$ cat config.mk
export PLATFORM = sky130hd
export DESIGN_NAME = cascaded_svf_bandpass_top_flat
export DESIGN_NICKNAME = d
export VERILOG_FILES = /design/src/csvf_pkg.sv /design/src/csvf_ifs.sv /design/src/cascaded_svf_bandpass_top.sv /design/src/csvf_ucode_rom.sv /design/src/csvf_datapath.sv /design/src/csvf_sequencer.sv /design/src/flat_wrapper.sv
export SDC_FILE = /design/constraint.sdc
export NUM_CORES = 2
export LEC_CHECK = 0
export ABC_CLOCK_PERIOD_IN_PS = 9900
export BUFFER_PORTS_ARGS = -buffer_cell sky130_fd_sc_hd__buf_4
export CELL_PAD_IN_SITES_DETAIL_PLACEMENT = 0
export CELL_PAD_IN_SITES_GLOBAL_PLACEMENT = 2
export CORE_MARGIN = 2
export CORE_UTILIZATION = 42
export CTS_CLUSTER_DIAMETER = 60
export CTS_CLUSTER_SIZE = 20
export DETAILED_ROUTE_END_ITERATION = 10
export HOLD_SLACK_MARGIN = 0.06
export PLACE_DENSITY = 0.95
export SLEW_MARGIN = 20
export SYNTH_ARGS = -nofsm -noshare
export SYNTH_HDL_FRONTEND = slang
export SYNTH_SLANG_ARGS = --single-unit
$ cat constraint.sdc
create_clock -name clock -period 9.9 [get_ports clock]
set_input_delay 1.98 -clock clock [delete_from_list [all_inputs] [get_ports clock]]
set_output_delay 1.98 -clock clock [all_outputs]
set_load 0.01 [all_outputs]
$ cat src/csvf_pkg.sv
`timescale 1ns / 1ps
package csvf_pkg;

   localparam int unsigned CSVF_STAGES = 2;

   localparam int unsigned SAMPLE_W = 16;
   localparam int unsigned COEF_W   = 16;
   localparam int unsigned STATE_W  = 24;
   localparam int unsigned ACC_W    = 32;
   localparam int unsigned GH_W     = 30;
   localparam int unsigned OPB_W    = 18;
   localparam int unsigned PROD_W   = ACC_W + OPB_W;
   localparam int unsigned WIDE_W   = 40;
   localparam int unsigned R12_W    = PROD_W - 12;
   localparam int unsigned R15_W    = PROD_W - 15;

   localparam int unsigned CSR_IDX_W  = 2;
   localparam int unsigned CSR_DATA_W = COEF_W;

   localparam logic [COEF_W-1:0] COEF_G_RESET  = 16'd1024;
   localparam logic [COEF_W-1:0] COEF_H_RESET  = 16'd32768;
   localparam logic [COEF_W-1:0] DAMPING_RESET = 16'd677;

   localparam int unsigned PC_W = 4;
   localparam logic [PC_W-1:0] UC_DONE = 4'd10;

   typedef enum logic [CSR_IDX_W-1:0] {
      CSR_COEF_G     = 2'd0,
      CSR_COEF_H     = 2'd1,
      CSR_DAMPING_R2 = 2'd2
   } csr_idx_type;

   typedef enum logic [2:0] {
      MUL_NONE  = 3'd0,
      MUL_S1_GR = 3'd1,
      MUL_A_H   = 3'd2,
      MUL_A_G   = 3'd3,
      MUL_BP_G  = 3'd4,
      MUL_BP_R2 = 3'd5
   } mul_sel_type;

   typedef enum logic [2:0] {
      ALU_NOP  = 3'd0,
      ALU_LOAD = 3'd1,
      ALU_DIFF = 3'd2,
      ALU_HP   = 3'd3,
      ALU_BP   = 3'd4,
      ALU_S1   = 3'd5,
      ALU_S2   = 3'd6,
      ALU_Y    = 3'd7
   } alu_op_type;

   typedef enum logic [1:0] {
      JMP_NEXT   = 2'd0,
      JMP_CLEAR  = 2'd1,
      JMP_LOOP   = 2'd2,
      JMP_FINISH = 2'd3
   } jmp_type;

   typedef struct packed {
      mul_sel_type mul;
      alu_op_type  alu;
      jmp_type     jmp;
   } ucode_type;

   typedef struct packed {
      logic start;
      logic busy;
      logic finish;
      logic clr;
   } ctl_type;

   typedef struct packed {
      logic [COEF_W-1:0] g;
      logic [COEF_W-1:0] h;
      logic [COEF_W-1:0] r2;
   } coef_type;

   // floor(v / 4096 + 1/2)
   function automatic logic signed [R12_W-1:0] rnd12(input logic signed [PROD_W-1:0] v);
      logic signed [PROD_W-1:0] w;
      w = v + PROD_W'(2048);
      return w[PROD_W-1:12];
   endfunction

   function automatic logic signed [R15_W-1:0] rnd15(input logic signed [PROD_W-1:0] v);
      logic signed [PROD_W-1:0] w;
      w = v + PROD_W'(16384);
      return w[PROD_W-1:15];
   endfunction

   function automatic logic signed [STATE_W-1:0] sat24(input logic signed [WIDE_W-1:0] v);
      logic signed [WIDE_W-1:0] hi;
      logic signed [WIDE_W-1:0] lo;
      hi = 40'sd8388607;
      lo = -40'sd8388608;
      if (v > hi) begin
         return 24'sh7FFFFF;
      end else if (v < lo) begin
         return 24'sh800000;
      end
      return v[STATE_W-1:0];
   endfunction

   function automatic logic signed [SAMPLE_W-1:0] sat16(input logic signed [STATE_W-1:0] v);
      logic signed [STATE_W-1:0] hi;
      logic signed [STATE_W-1:0] lo;
      hi = 24'sd32767;
      lo = -24'sd32768;
      if (v > hi) begin
         return 16'sh7FFF;
      end else if (v < lo) begin
         return 16'sh8000;
      end
      return v[SAMPLE_W-1:0];
   endfunction

endpackage

$ cat src/csvf_ifs.sv
`timescale 1ns / 1ps
interface csvf_req_if;
   logic               valid;
   logic               ready;
   logic signed [15:0] sample_in;
   logic               clear;

   modport source(output valid, output sample_in, output clear, input ready);
   modport sink(input valid, input sample_in, input clear, output ready);
endinterface

interface csvf_rsp_if;
   logic               valid;
   logic               ready;
   logic signed [15:0] band_out;

   modport source(output valid, output band_out, input ready);
   modport sink(input valid, input band_out, output ready);
endinterface

$ cat src/cascaded_svf_bandpass_top.sv
`timescale 1ns / 1ps
// Cascade of STAGES identical state variable bandpass stages sharing coef_g, coef_h and
// damping_r2. A microcoded sequencer steps one shared 32x18 multiplier and a saturating
// adder through ten steps per stage; the multiplier is used five times per stage. A
// transaction with clear set zeroes all integrators and returns zero. A new transaction
// is taken once the previous one has left the sequencer, even while its result still
// waits on the response channel. Write coefficients only while idle.
module cascaded_svf_bandpass_top #(
   parameter int unsigned STAGES = csvf_pkg::CSVF_STAGES
) (
   input  logic                                clock,
   input  logic                                reset,
   csvf_req_if.sink                            req,
   csvf_rsp_if.source                          rsp,
   input  logic                                csr_wr_en,
   input  logic [csvf_pkg::CSR_IDX_W-1:0]      csr_index,
   input  logic [csvf_pkg::CSR_DATA_W-1:0]     csr_wdata
);
   import csvf_pkg::*;

   localparam int unsigned STG_W = (STAGES > 1) ? $clog2(STAGES) : 1;

   logic [COEF_W-1:0] coef_g_ff, coef_g_in;
   logic [COEF_W-1:0] coef_h_ff, coef_h_in;
   logic [COEF_W-1:0] damping_ff, damping_in;

   coef_type          coef;
   ctl_type           ctl;
   ucode_type         uword;
   logic [PC_W-1:0]   pc;
   logic [STG_W-1:0]  stage;
   logic              req_ready;
   logic              rsp_valid;
   logic signed [SAMPLE_W-1:0] band_out;

   always_comb begin
      coef_g_in  = coef_g_ff;
      coef_h_in  = coef_h_ff;
      damping_in = damping_ff;
      if (csr_wr_en) begin
         if (csr_index == CSR_COEF_G) begin
            coef_g_in = csr_wdata;
         end
         if (csr_index == CSR_COEF_H) begin
            coef_h_in = csr_wdata;
         end
         if (csr_index == CSR_DAMPING_R2) begin
            damping_in = csr_wdata;
         end
      end
   end

   always_ff @(posedge clock) begin
      if (reset) begin
         coef_g_ff  <= COEF_G_RESET;
         coef_h_ff  <= COEF_H_RESET;
         damping_ff <= DAMPING_RESET;
      end else begin
         coef_g_ff  <= coef_g_in;
         coef_h_ff  <= coef_h_in;
         damping_ff <= damping_in;
      end
   end

   assign coef = '{g: coef_g_ff, h: coef_h_ff, r2: damping_ff};

   assign req.ready    = req_ready;
   assign rsp.valid    = rsp_valid;
   assign rsp.band_out = band_out;

   csvf_ucode_rom u_rom (
      .pc    (pc),
      .uword (uword)
   );

   csvf_sequencer #(
      .STAGES (STAGES),
      .STG_W  (STG_W)
   ) u_seq (
      .clock     (clock),
      .reset     (reset),
      .req_valid (req.valid),
      .req_clear (req.clear),
      .req_ready (req_ready),
      .rsp_valid (rsp_valid),
      .rsp_ready (rsp.ready),
      .uword     (uword),
      .pc        (pc),
      .stage     (stage),
      .ctl       (ctl)
   );

   csvf_datapath #(
      .STAGES (STAGES),
      .STG_W  (STG_W)
   ) u_dp (
      .clock     (clock),
      .reset     (reset),
      .ctl       (ctl),
      .uword     (uword),
      .stage     (stage),
      .coef      (coef),
      .sample_in (req.sample_in),
      .band_out  (band_out)
   );

endmodule

$ cat src/csvf_ucode_rom.sv
`timescale 1ns / 1ps
module csvf_ucode_rom (
   input  logic [csvf_pkg::PC_W-1:0] pc,
   output csvf_pkg::ucode_type       uword
);
   import csvf_pkg::*;

   // one stage per pass of steps 0..9, step 10 hands off the result
   always_comb begin
      unique case (pc)
         4'd0:    uword = '{mul: MUL_NONE,  alu: ALU_LOAD, jmp: JMP_CLEAR};
         4'd1:    uword = '{mul: MUL_S1_GR, alu: ALU_NOP,  jmp: JMP_NEXT};
         4'd2:    uword = '{mul: MUL_NONE,  alu: ALU_DIFF, jmp: JMP_NEXT};
         4'd3:    uword = '{mul: MUL_A_H,   alu: ALU_NOP,  jmp: JMP_NEXT};
         4'd4:    uword = '{mul: MUL_NONE,  alu: ALU_HP,   jmp: JMP_NEXT};
         4'd5:    uword = '{mul: MUL_A_G,   alu: ALU_NOP,  jmp: JMP_NEXT};
         4'd6:    uword = '{mul: MUL_NONE,  alu: ALU_BP,   jmp: JMP_NEXT};
         4'd7:    uword = '{mul: MUL_BP_G,  alu: ALU_S1,   jmp: JMP_NEXT};
         4'd8:    uword = '{mul: MUL_BP_R2, alu: ALU_S2,   jmp: JMP_NEXT};
         4'd9:    uword = '{mul: MUL_NONE,  alu: ALU_Y,    jmp: JMP_LOOP};
         default: uword = '{mul: MUL_NONE,  alu: ALU_NOP,  jmp: JMP_FINISH};
      endcase
   end

endmodule

$ cat src/csvf_datapath.sv
`timescale 1ns / 1ps
module csvf_datapath #(
   parameter int unsigned STAGES = csvf_pkg::CSVF_STAGES,
   parameter int unsigned STG_W  = (STAGES > 1) ? $clog2(STAGES) : 1
) (
   input  logic                                  clock,
   input  logic                                  reset,
   input  csvf_pkg::ctl_type                     ctl,
   input  csvf_pkg::ucode_type                   uword,
   input  logic [STG_W-1:0]                      stage,
   input  csvf_pkg::coef_type                    coef,
   input  logic signed [csvf_pkg::SAMPLE_W-1:0]  sample_in,
   output logic signed [csvf_pkg::SAMPLE_W-1:0]  band_out
);
   import csvf_pkg::*;

   logic signed [STATE_W-1:0]  x_ff, x_in;
   logic signed [STATE_W-1:0]  s1_ff, s1_in;
   logic signed [STATE_W-1:0]  s2_ff, s2_in;
   logic signed [ACC_W-1:0]    a_ff, a_in;
   logic signed [GH_W-1:0]     gh_ff, gh_in;
   logic signed [STATE_W-1:0]  bp_ff, bp_in;
   logic signed [PROD_W-1:0]   prod_ff, prod_in;
   logic signed [SAMPLE_W-1:0] band_ff, band_in;
   logic signed [STATE_W-1:0]  st1_ff [STAGES];
   logic signed [STATE_W-1:0]  st1_in [STAGES];
   logic signed [STATE_W-1:0]  st2_ff [STAGES];
   logic signed [STATE_W-1:0]  st2_in [STAGES];

   logic signed [ACC_W-1:0]  op_a;
   logic signed [OPB_W-1:0]  op_b;
   logic                     mul_en;
   logic signed [R12_W-1:0]  r12;
   logic signed [R15_W-1:0]  r15;
   logic signed [STATE_W-1:0] hp;
   logic [COEF_W:0]          g_plus_r2;

   assign band_out  = band_ff;
   assign r12       = rnd12(prod_ff);
   assign r15       = rnd15(prod_ff);
   assign hp        = sat24(WIDE_W'(r15));
   assign g_plus_r2 = {1'b0, coef.g} + {1'b0, coef.r2};

   // single shared multiplier
   always_comb begin
      mul_en = ctl.busy;
      op_a   = a_ff;
      op_b   = '0;
      unique case (uword.mul)
         MUL_S1_GR: begin
            op_a = ACC_W'(s1_ff);
            op_b = OPB_W'({1'b0, g_plus_r2});
         end
         MUL_A_H: begin
            op_a = a_ff;
            op_b = OPB_W'({2'b00, coef.h});
         end
         MUL_A_G: begin
            op_a = a_ff;
            op_b = OPB_W'({2'b00, coef.g});
         end
         MUL_BP_G: begin
            op_a = ACC_W'(bp_ff);
            op_b = OPB_W'({2'b00, coef.g});
         end
         MUL_BP_R2: begin
            op_a = ACC_W'(bp_ff);
            op_b = OPB_W'({2'b00, coef.r2});
         end
         default: mul_en = 1'b0;
      endcase
      prod_in = mul_en ? op_a * op_b : prod_ff;
   end

   always_comb begin
      x_in    = x_ff;
      s1_in   = s1_ff;
      s2_in   = s2_ff;
      a_in    = a_ff;
      gh_in   = gh_ff;
      bp_in   = bp_ff;
      band_in = band_ff;
      st1_in  = st1_ff;
      st2_in  = st2_ff;
      if (ctl.start) begin
         x_in = STATE_W'(sample_in);
      end else if (ctl.busy) begin
         unique case (uword.alu)
            ALU_NOP: begin
            end
            ALU_LOAD: begin
               s1_in = st1_ff[stage];
               s2_in = st2_ff[stage];
            end
            ALU_DIFF: begin
               a_in = ACC_W'(WIDE_W'(x_ff) - WIDE_W'(r12) - WIDE_W'(s2_ff));
            end
            ALU_HP: begin
               a_in = ACC_W'(hp);
            end
            ALU_BP: begin
               gh_in = GH_W'(r12);
               bp_in = sat24(WIDE_W'(r12) + WIDE_W'(s1_ff));
            end
            ALU_S1: begin
               s1_in = sat24(WIDE_W'(gh_ff) + WIDE_W'(bp_ff));
            end
            ALU_S2: begin
               s2_in = sat24((WIDE_W'(r12) <<< 1) + WIDE_W'(s2_ff));
            end
            ALU_Y: begin
               x_in = sat24(WIDE_W'(r12));
               st1_in[stage] = s1_ff;
               st2_in[stage] = s2_ff;
            end
         endcase
      end
      if (ctl.finish) begin
         if (ctl.clr) begin
            band_in = '0;
            for (int i = 0; i < STAGES; i++) begin
               st1_in[i] = '0;
               st2_in[i] = '0;
            end
         end else begin
            band_in = sat16(x_ff);
         end
      end
   end

   always_ff @(posedge clock) begin
      x_ff    <= x_in;
      s1_ff   <= s1_in;
      s2_ff   <= s2_in;
      a_ff    <= a_in;
      gh_ff   <= gh_in;
      bp_ff   <= bp_in;
      prod_ff <= prod_in;
      band_ff <= band_in;
   end

   // integrator states reset to zero
   always_ff @(posedge clock) begin
      if (reset) begin
         for (int i = 0; i < STAGES; i++) begin
            st1_ff[i] <= '0;
            st2_ff[i] <= '0;
         end
      end else begin
         st1_ff <= st1_in;
         st2_ff <= st2_in;
      end
   end

endmodule

$ cat src/csvf_sequencer.sv
`timescale 1ns / 1ps
module csvf_sequencer #(
   parameter int unsigned STAGES = csvf_pkg::CSVF_STAGES,
   parameter int unsigned STG_W  = (STAGES > 1) ? $clog2(STAGES) : 1
) (
   input  logic                       clock,
   input  logic                       reset,
   input  logic                       req_valid,
   input  logic                       req_clear,
   output logic                       req_ready,
   output logic                       rsp_valid,
   input  logic                       rsp_ready,
   input  csvf_pkg::ucode_type        uword,
   output logic [csvf_pkg::PC_W-1:0]  pc,
   output logic [STG_W-1:0]           stage,
   output csvf_pkg::ctl_type          ctl
);
   import csvf_pkg::*;

   logic              busy_ff, busy_in;
   logic              clr_ff, clr_in;
   logic              rsp_valid_ff, rsp_valid_in;
   logic [PC_W-1:0]   pc_ff, pc_in;
   logic [STG_W-1:0]  k_ff, k_in;
   logic              start;
   logic              finish;
   logic              last_stage;

   assign req_ready  = !busy_ff;
   assign rsp_valid  = rsp_valid_ff;
   assign pc         = pc_ff;
   assign stage      = k_ff;
   assign start      = req_valid && !busy_ff;
   assign last_stage = (k_ff == STG_W'(STAGES - 1));
   // the output register may be refilled in the cycle it is emptied
   assign finish     = busy_ff && (uword.jmp == JMP_FINISH) && (!rsp_valid_ff || rsp_ready);

   assign ctl = '{start: start, busy: busy_ff, finish: finish, clr: clr_ff};

   always_comb begin
      busy_in      = busy_ff;
      clr_in       = clr_ff;
      pc_in        = pc_ff;
      k_in         = k_ff;
      rsp_valid_in = finish || (rsp_valid_ff && !rsp_ready);
      if (start) begin
         busy_in = 1'b1;
         clr_in  = req_clear;
         pc_in   = '0;
         k_in    = '0;
      end else if (busy_ff) begin
         unique case (uword.jmp)
            JMP_NEXT: pc_in = pc_ff + 1'b1;
            JMP_CLEAR: pc_in = clr_ff ? UC_DONE : pc_ff + 1'b1;
            JMP_LOOP: begin
               if (last_stage) begin
                  pc_in = pc_ff + 1'b1;
               end else begin
                  pc_in = '0;
                  k_in  = k_ff + 1'b1;
               end
            end
            JMP_FINISH: begin
               if (finish) begin
                  busy_in = 1'b0;
               end
            end
         endcase
      end
   end

   always_ff @(posedge clock) begin
      if (reset) begin
         busy_ff      <= 1'b0;
         clr_ff       <= 1'b0;
         rsp_valid_ff <= 1'b0;
         pc_ff        <= '0;
         k_ff         <= '0;
      end else begin
         busy_ff      <= busy_in;
         clr_ff       <= clr_in;
         rsp_valid_ff <= rsp_valid_in;
         pc_ff        <= pc_in;
         k_ff         <= k_in;
      end
   end

   a_pc_range: assert property (@(posedge clock) disable iff (reset)
      busy_ff |-> (pc_ff <= UC_DONE))
      else $error("step counter ran past the program");

   a_stage_range: assert property (@(posedge clock) disable iff (reset)
      busy_ff |-> (k_ff <= STG_W'(STAGES - 1)))
      else $error("stage index out of range");

   a_clear_short: assert property (@(posedge clock) disable iff (reset)
      (start && req_clear) |=> ##1 (pc_ff == UC_DONE))
      else $error("clear transaction did not skip the filter program");

   a_no_overwrite: assert property (@(posedge clock) disable iff (reset)
      finish |-> (!rsp_valid_ff || rsp_ready))
      else $error("result register overwritten while still held");

endmodule
$ cat src/flat_wrapper.sv
// flat-port wrapper written by rule: the top's interface ports become plain ports
module cascaded_svf_bandpass_top_flat import csvf_pkg::*;
#(
   parameter int unsigned STAGES = csvf_pkg::CSVF_STAGES
)
  (clock, reset, csr_wr_en, csr_index, csr_wdata, req_valid, req_sample_in, req_clear, req_ready, rsp_valid, rsp_band_out, rsp_ready);
  csvf_req_if req_i ();
  csvf_rsp_if rsp_i ();
  input  logic clock;
  input  logic reset;
  input  logic csr_wr_en;
  input  logic [csvf_pkg::CSR_IDX_W-1:0] csr_index;
  input  logic [csvf_pkg::CSR_DATA_W-1:0] csr_wdata;
  input wire logic [$bits(req_i.valid)-1:0] req_valid;
  input wire logic [$bits(req_i.sample_in)-1:0] req_sample_in;
  input wire logic [$bits(req_i.clear)-1:0] req_clear;
  output wire logic [$bits(req_i.ready)-1:0] req_ready;
  output wire logic [$bits(rsp_i.valid)-1:0] rsp_valid;
  output wire logic [$bits(rsp_i.band_out)-1:0] rsp_band_out;
  input wire logic [$bits(rsp_i.ready)-1:0] rsp_ready;
  assign req_i.valid = req_valid;
  assign req_i.sample_in = req_sample_in;
  assign req_i.clear = req_clear;
  assign req_ready = req_i.ready;
  assign rsp_valid = rsp_i.valid;
  assign rsp_band_out = rsp_i.band_out;
  assign rsp_i.ready = rsp_ready;
  cascaded_svf_bandpass_top #(.STAGES(STAGES)) u_core (.clock(clock), .reset(reset), .req(req_i), .rsp(rsp_i), .csr_wr_en(csr_wr_en), .csr_index(csr_index), .csr_wdata(csr_wdata));
endmodule
Word level (Yosys, flattened, before mapping)
Memories as Yosys holds them, arrays and structs flattened. A register that Yosys moved wholly into a read port is not among the register bits.
Cells that the tools add are included.
- register bits after elaboration: 376
- bits in latches: 0
- RAM bits: 0
- bits in read-only memories: 128
- output and inout bits: 18
- logic and storage cells: 180
- memories: 1
- $add $sub $neg: 10
- multiply operators: 1
- divide/modulo/power cells: 0
- magnitude comparators: 14
- equal/unequal tests: 17
- shifts and indexed selects: 0
- mux-type cells: 83
- bitwise gates (word level): 2
- reductions and logical operators: 32
- memories (memory ; words ; bits a word ; rd ports ; clocked after Yosys merged registers in ; wr ports ; line ; source):
    (name not given) ; 16 ; 8 ; 1 ; 1 ; 0 ; csvf_ucode_rom.sv:10 ; unique case (pc)
- operators by type and width (kind ; number):
    $mux 24 ; 25
    $mux 48 ; 10
    $pmux 32 s2 ; 2
    $bwmux 48 ; 2
    $pmux 24 s2 ; 2
    $pmux 17 s4 ; 1
    $add 50x13->50 const B ; 1
    $add 50x16->50 const B ; 1
    $mul 32x18->50 ; 1
    $mux 16 ; 3
    $add 39x24->40 ; 1
    $gt 40x24->1 const B ; 1
    $lt 40x24->1 const B ; 1
    $add 38x24->39 ; 1
    $gt 39x24->1 const B ; 1
    $lt 39x24->1 const B ; 1
    $gt 38x24->1 const B ; 1
    $lt 38x24->1 const B ; 1
    $gt 35x24->1 const B ; 1
    $lt 35x24->1 const B ; 1
    $mux 1 ; 32
    $sub 24x32->32 ; 1
    $sub 32x24->32 ; 1
    $add 30x24->31 ; 1
    other kinds (29) ; 66

Depth between registers and ports, before layout
- depth after elaboration: 11
- gate-level depth with buffers: 38
- gate-level depth less buffers: 37

Hierarchy
A second synthesis with hierarchy kept.
- cell total of the unflattened synthesis: 5061
- area, all modules: 44406.3 sq um
- by module, submodules not included (module ; times used ; cells each ; area an instance (sq um)):
    csvf_datapath ; 1 ; 4795 ; 41757.5
    cascaded_svf_bandpass_top ; 1 ; 186 ; 1974.4
    csvf_sequencer ; 1 ; 54 ; 481.7
    csvf_ucode_rom ; 1 ; 26 ; 192.7

Least setup slack after synthesis
No wires, ideal clock.
- path type: flip-flop to flip-flop
- from: reg u_core.damping_ff[0]
- to: reg u_core.u_dp.prod_ff[49], data pin
- library setup time: 0.260 ns
- arrival time: 8.676 ns
- setup slack: 0.964 ns
- cell stages (with the launch flop): 35
- cell sequence: dfxtp_1 ha_1 inv_1 fa_1 nor2b_1 o21ai_0 a21boi_0 o21ai_0 a21oi_1 o21ai_0 a21o_1 a31oi_1 xnor2_1 o21a_1 clkbuf_1 clkbuf_1 nor2_1 fa_1 fa_1 fa_1 fa_1 fa_1 fa_1 ha_1 a21oi_1 a21boi_0 a221o_1 a311o_1 a211oi_1 o31ai_1 o21ai_0 a31oi_1 o31ai_1 a21oi_1 xnor2_1
- longest elaborated chain between the ends: 3
- RTL lines (what ; line ; source):
    start: declaration ; cascaded_svf_bandpass_top.sv:25 ; logic [COEF_W-1:0] damping_ff, damping_in;
    start signal: assignment ; cascaded_svf_bandpass_top.sv:61 ; damping_ff <= damping_in;
    $add 16x16->17 ; csvf_datapath.sv:42 ; assign g_plus_r2 = {1'b0, coef.g} + {1'b0, coef.r2};
    $pmux 17 s4 (*) ; csvf_datapath.sv:49 ; unique case (uword.mul)
    $mul 32x18->50 (*) ; csvf_datapath.sv:72 ; prod_in = mul_en ? op_a * op_b : prod_ff;
    end signal: assignment ; csvf_datapath.sv:138 ; prod_ff <= prod_in;
    end: declaration ; csvf_datapath.sv:23 ; logic signed [PROD_W-1:0] prod_ff, prod_in;
Every way passes the cells marked *; elsewhere a longest branch is shown, timed or not.
A chain may end at the register's enable or synchronous reset.

Worst setup path in the final report
- from: reg u_core.coef_g_ff[0]
- to: reg u_core.u_dp.prod_ff[47], data pin
- longest elaborated chain between the ends: 3
- RTL lines (what ; line ; source):
    start: declaration ; cascaded_svf_bandpass_top.sv:23 ; logic [COEF_W-1:0] coef_g_ff, coef_g_in;
    start signal: assignment ; cascaded_svf_bandpass_top.sv:59 ; coef_g_ff <= coef_g_in;
    $add 16x16->17 ; csvf_datapath.sv:42 ;
    $pmux 17 s4 (*) ; csvf_datapath.sv:49 ;
    $mul 32x18->50 (*) ; csvf_datapath.sv:72 ;
Marked as above.

==> impl_results.rst <==
.. list-table::
   :header-rows: 1

   * - Metric
     - Value
   * - Worst R2R End
     - u_core.u_dp.prod_ff[47]$_DFFE_PP_
   * - Ys async rst share
     - 0%
   * - Crit path max-delay cell type
     - sky130_fd_sc_hd__fa_1
   * - 1st-pass router iterations
     - 6
   * - Fillers
     - 10,140
   * - Number of antenna violations at the first check in global routing
     - 1
   * - Slowest stage delay, CP
     - 630 ps
   * - Number of enable flip-flop cells after synthesis
     - 213
   * - Most common library cell in the layout ignoring fill and taps
     - sky130_fd_sc_hd__inv_1
   * - Actual transition at the worst max-transition pin
     - 1377 ps
   * - Worst hold path type
     - reg2reg
   * - Number of nets produced by synthesis
     - 5,858
   * - Worst reg-to-reg setup slack
     - 590 ps
   * - Layout cell share with drive strength beyond 1
     - 7.096%
   * - Clk sinks
     - 373
   * - Cell count after synthesis
     - 4,973
   * - Count of pins over their slew limit
     - 0
   * - Hold Path Sink
     - u_core.u_dp.st1_ff[18]$_SDFF_PP0_
   * - Synthesis Warnings
     - 0
   * - Highest clock rate
     - 107.4 MHz
   * - Arr. time, crit path
     - 9640 ps
   * - Total Routing Usage GR
     - 26.44%
   * - Critical Path Most Common Cell
     - sky130_fd_sc_hd__fa_1
   * - Dominant register cell in the synthesized netlist
     - sky130_fd_sc_hd__edfxtp_1
   * - Startpoint type of the worst setup path
     - flop
   * - Sum of routed wire length over all layers
     - 141.8 mm
   * - RSZ-0062 raised after global routing
     - false
   * - CTS buffer count
     - 41
   * - Post-route clock skew
     - 27.63 ps
   * - Total DRC errors in the routed layout
     - 0
   * - H-tree Lvls
     - 2
   * - Post-route antenna net violation count
     - 0
   * - Leading cell types in the layout, fill and taps excluded
     - sky130_fd_sc_hd__inv_1, sky130_fd_sc_hd__nand2_1, sky130_fd_sc_hd__fa_1
   * - Detailed-placement wirelength estimate
     - 111.1 mm
   * - Detailed-route wire length per cell
     - 22.16 um
   * - Worst R2R Path Depth
     - 37
   * - Vias in the first global route
     - 35,666
   * - Drt initial violations
     - 3,503
   * - Diodes inserted
     - 0
   * - Total of endpoints with negative setup slack in the final report
     - 0
   * - Category of the most critical setup path
     - reg2reg
   * - Flip-flop and latch count after synthesis
     - 373
   * - Clk root buf
     - sky130_fd_sc_hd__clkbuf_16
   * - Syn-to-layout area delta
     - 9.383%
   * - Effective utilization at floorplan
     - 42.27%
   * - Post-Syn Area
     - 43,680 um^2
   * - Global placer's final weighted congestion
     - 0.9620
   * - Core Util, Final
     - 46.23%
   * - Total die area
     - 106,600 um^2
   * - Maximum number of pins on one net before global-route repair
     - 55
   * - Portion of the clock cycle consumed by the worst path in the final layout
     - 94.03%
   * - Area of the placeable core
     - 103,300 um^2
   * - GRT Residual Overflow
     - 0
   * - Maximum number of buffers from clock root to sink
     - 3
   * - Via density per instance
     - 5.663
   * - Fraction of the yosys area taken by sequential cells
     - 21.97%
   * - Unique cell type count in the Yosys netlist
     - 77
   * - Clock period minus final worst setup slack
     - 9309 ps
   * - Accumulated negative setup slack
     - 0 ps
   * - Count of nets after finishing
     - 5,870
   * - Hold depth
     - 2
   * - First-pass GRT wire length
     - 217.6 mm
   * - Leakage
     - 0.02163 uW
   * - Worst-path clk slew
     - 80 ps
   * - Critical path required time
     - 10,230 ps
   * - Die boundary height
     - 326.5 um
   * - Maximum capacitance violations
     - 0
   * - Die boundary width
     - 326.5 um
   * - Post-synthesis area per instance
     - 8.784 um^2
   * - Startpoint of the worst-slack reg-to-reg timing path
     - u_core.coef_g_ff[0]$_SDFFE_PP0P_
   * - I/O pin count
     - 58
   * - Row count
     - 118
   * - CP max FO
     - 11
   * - Clock latency on the worst-skew pair
     - 580 ps
   * - Slack of the critical path
     - 591.4 ps
   * - Post-Place Setup Slack
     - 91.92 ps
   * - Tightest slew margin relative to the limit
     - 7.524%
   * - Overall via count from detail_route
     - 36,227
   * - CTS tree
     - done
   * - Number of buffers inserted by port buffering
     - 57
   * - Worst voltage drop across the vdd grid
     - 0.1500 mV
   * - Hold wc startpoint
     - u_core.u_dp.st1_ff[18]$_SDFF_PP0_
   * - Worst setup EP type
     - flop
   * - Fin. Hold Viols
     - 0
   * - Power per Cell Area
     - 121.9 nW/um^2
   * - Run status
     - finished, final reports clean
==> Yosys cell counts (all sizes together) (9+ instances only) <==
master / instances / area share (%)
inv: 707 / 6.1
nand2: 701 / 6.0
fa: 554 / 25
nor2: 439 / 3.8
a21oi: 395 / 4.5
ha: 291 / 8.3
edfxtp: 213 / 15
clkbuf: 204 / 1.8
dfxtp: 160 / 7.3
o21ai: 136 / 1.6
xnor2: 135 / 2.7
a21o: 94 / 1.6
xor2: 93 / 1.9
nand3: 66 / 0.76
a221o: 53 / 1.2
and2: 52 / 0.74
a221oi: 48 / 0.96
nor3: 46 / 0.53
nand4: 45 / 0.64
o21a: 45 / 0.77
and3: 35 / 0.50
mux2i: 33 / 0.76
nand2b: 32 / 0.46
a31oi: 30 / 0.43
nor2b: 30 / 0.43
mux2: 27 / 0.70
a211oi: 26 / 0.45
o21bai: 23 / 0.40
nand3b: 21 / 0.39
buf: 20 / 0.20
o211ai: 20 / 0.34
o31ai: 18 / 0.31
or2: 16 / 0.23
nor4: 12 / 0.19
or3: 10 / 0.14
a211o: 9 / 0.18
==> how the worst max path moves through the flow <==
stage	endpoint	startpoint	cells past startpoint
2_1_floorplan	u_core.u_dp.prod_ff[49]$_DFFE_PP_	u_core.damping_ff[0]$_SDFFE_PP1P_	34
3_3_place_gp	u_core.u_dp.prod_ff[49]$_DFFE_PP_	u_core.damping_ff[0]$_SDFFE_PP1P_	35
3_5_place_dp	u_core.u_dp.prod_ff[49]$_DFFE_PP_	u_core.damping_ff[0]$_SDFFE_PP1P_	35
4_1_cts	u_core.u_dp.prod_ff[47]$_DFFE_PP_	u_core.damping_ff[0]$_SDFFE_PP1P_	36
5_1_grt	u_core.u_dp.prod_ff[47]$_DFFE_PP_	u_core.coef_g_ff[0]$_SDFFE_PP0P_	37
6_report	u_core.u_dp.prod_ff[47]$_DFFE_PP_	u_core.coef_g_ff[0]$_SDFFE_PP0P_	37
==> kinds of logic after synthesis <==
family                   share of synthesized area [%]
multiplexers                                     1.452
XOR/XNOR                                         4.571
AND/OR/NAND/NOR                                  15.48
AO/OA/AOI/OAI                                    14.76
buffers and inverters                            8.031
adder cells (fa/ha/maj)                          33.72
flip-flops                                       21.97
==> worst max-delay path: cells and delay by family, from the launching register on <==
family / cells / cell delay [ps]
AOI/OAI and AO/OA: 15 / 2750
DFF: 1 / 360
buffers and inverters: 8 / 1000
adders and majority gates: 9 / 4150
xor gates and xnor gates: 1 / 100
and+or+nand+nor: 4 / 690
==> metal layers <==
| metal | GRT usage (%) | part of all wire (%) |
|---|---|---|
| met4 | 10.30 | 4.5 |
| met5 | 0 | 0.0063 |
| met2 | 41.71 | 45 |
| met3 | 3.874 | 7.5 |
| met1 | 36.71 | 43 |
==> sequential cells by signal (all words and copies together) (netlist names), 24 cells and up <==
| name | cells |
|---|---|
| u_core.u_dp.st1_ff | 48 |
| u_core.u_dp.st2_ff | 48 |
| u_core.u_dp.prod_ff | 39 |
| u_core.u_dp.a_ff | 32 |
| u_core.u_dp.gh_ff | 30 |
| u_core.u_dp.bp_ff | 24 |
| u_core.u_dp.s1_ff | 24 |
| u_core.u_dp.s2_ff | 24 |
| u_core.u_dp.x_ff | 24 |
==> power breakdown <==
| part | internal, uW | switching [uW] | total, uW |
|---|---|---|---|
| Combinational | 855 | 1490 | 2340 |
| Clock | 905 | 772 | 1680 |
| Sequential | 1740 | 62.7 | 1810 |
==> cell type report <==
class | count | area (um^2) | area share, %
Inverter | 707 | 2654 | 5.554
Clock inverter | 29 | 360.3 | 0.7541
Sequential cell | 373 | 9600 | 20.09
Tap cell | 1380 | 1727 | 3.614
Clock buffer | 46 | 1130 | 2.365
Timing Repair Buffer | 193 | 1511 | 3.163
Multi-Input combinational cell | 3669 | 30800 | 64.46
==> through the flow <==
| stage | area [um^2] | hold slack [ps] | instances | total power, uW |
|---|---|---|---|---|
| 3_3_place_gp | 46160 | 438.6 | 6316 | 4118 |
| 6_report | 47780 | 451.7 | 6397 | 5826 |
| 3_5_place_dp | 46200 | 442.8 | 6318 | 4119 |
| 5_1_grt | 47780 | 469.1 | 6397 | 6157 |
| 4_1_cts | 47690 | 452.0 | 6393 | 5822 |
| 2_1_floorplan | 43680 | 432.9 | 4973 | 3356 |
==> repair_timing <==
item                                    4_1_cts  5_1_grt
endpoints found under the setup margin        0       14
setup buffers                                 0        3
gates resized for setup                       0       15
hold buffers                                  0        0
Note: power is estimated with default switching activity, not from simulation.
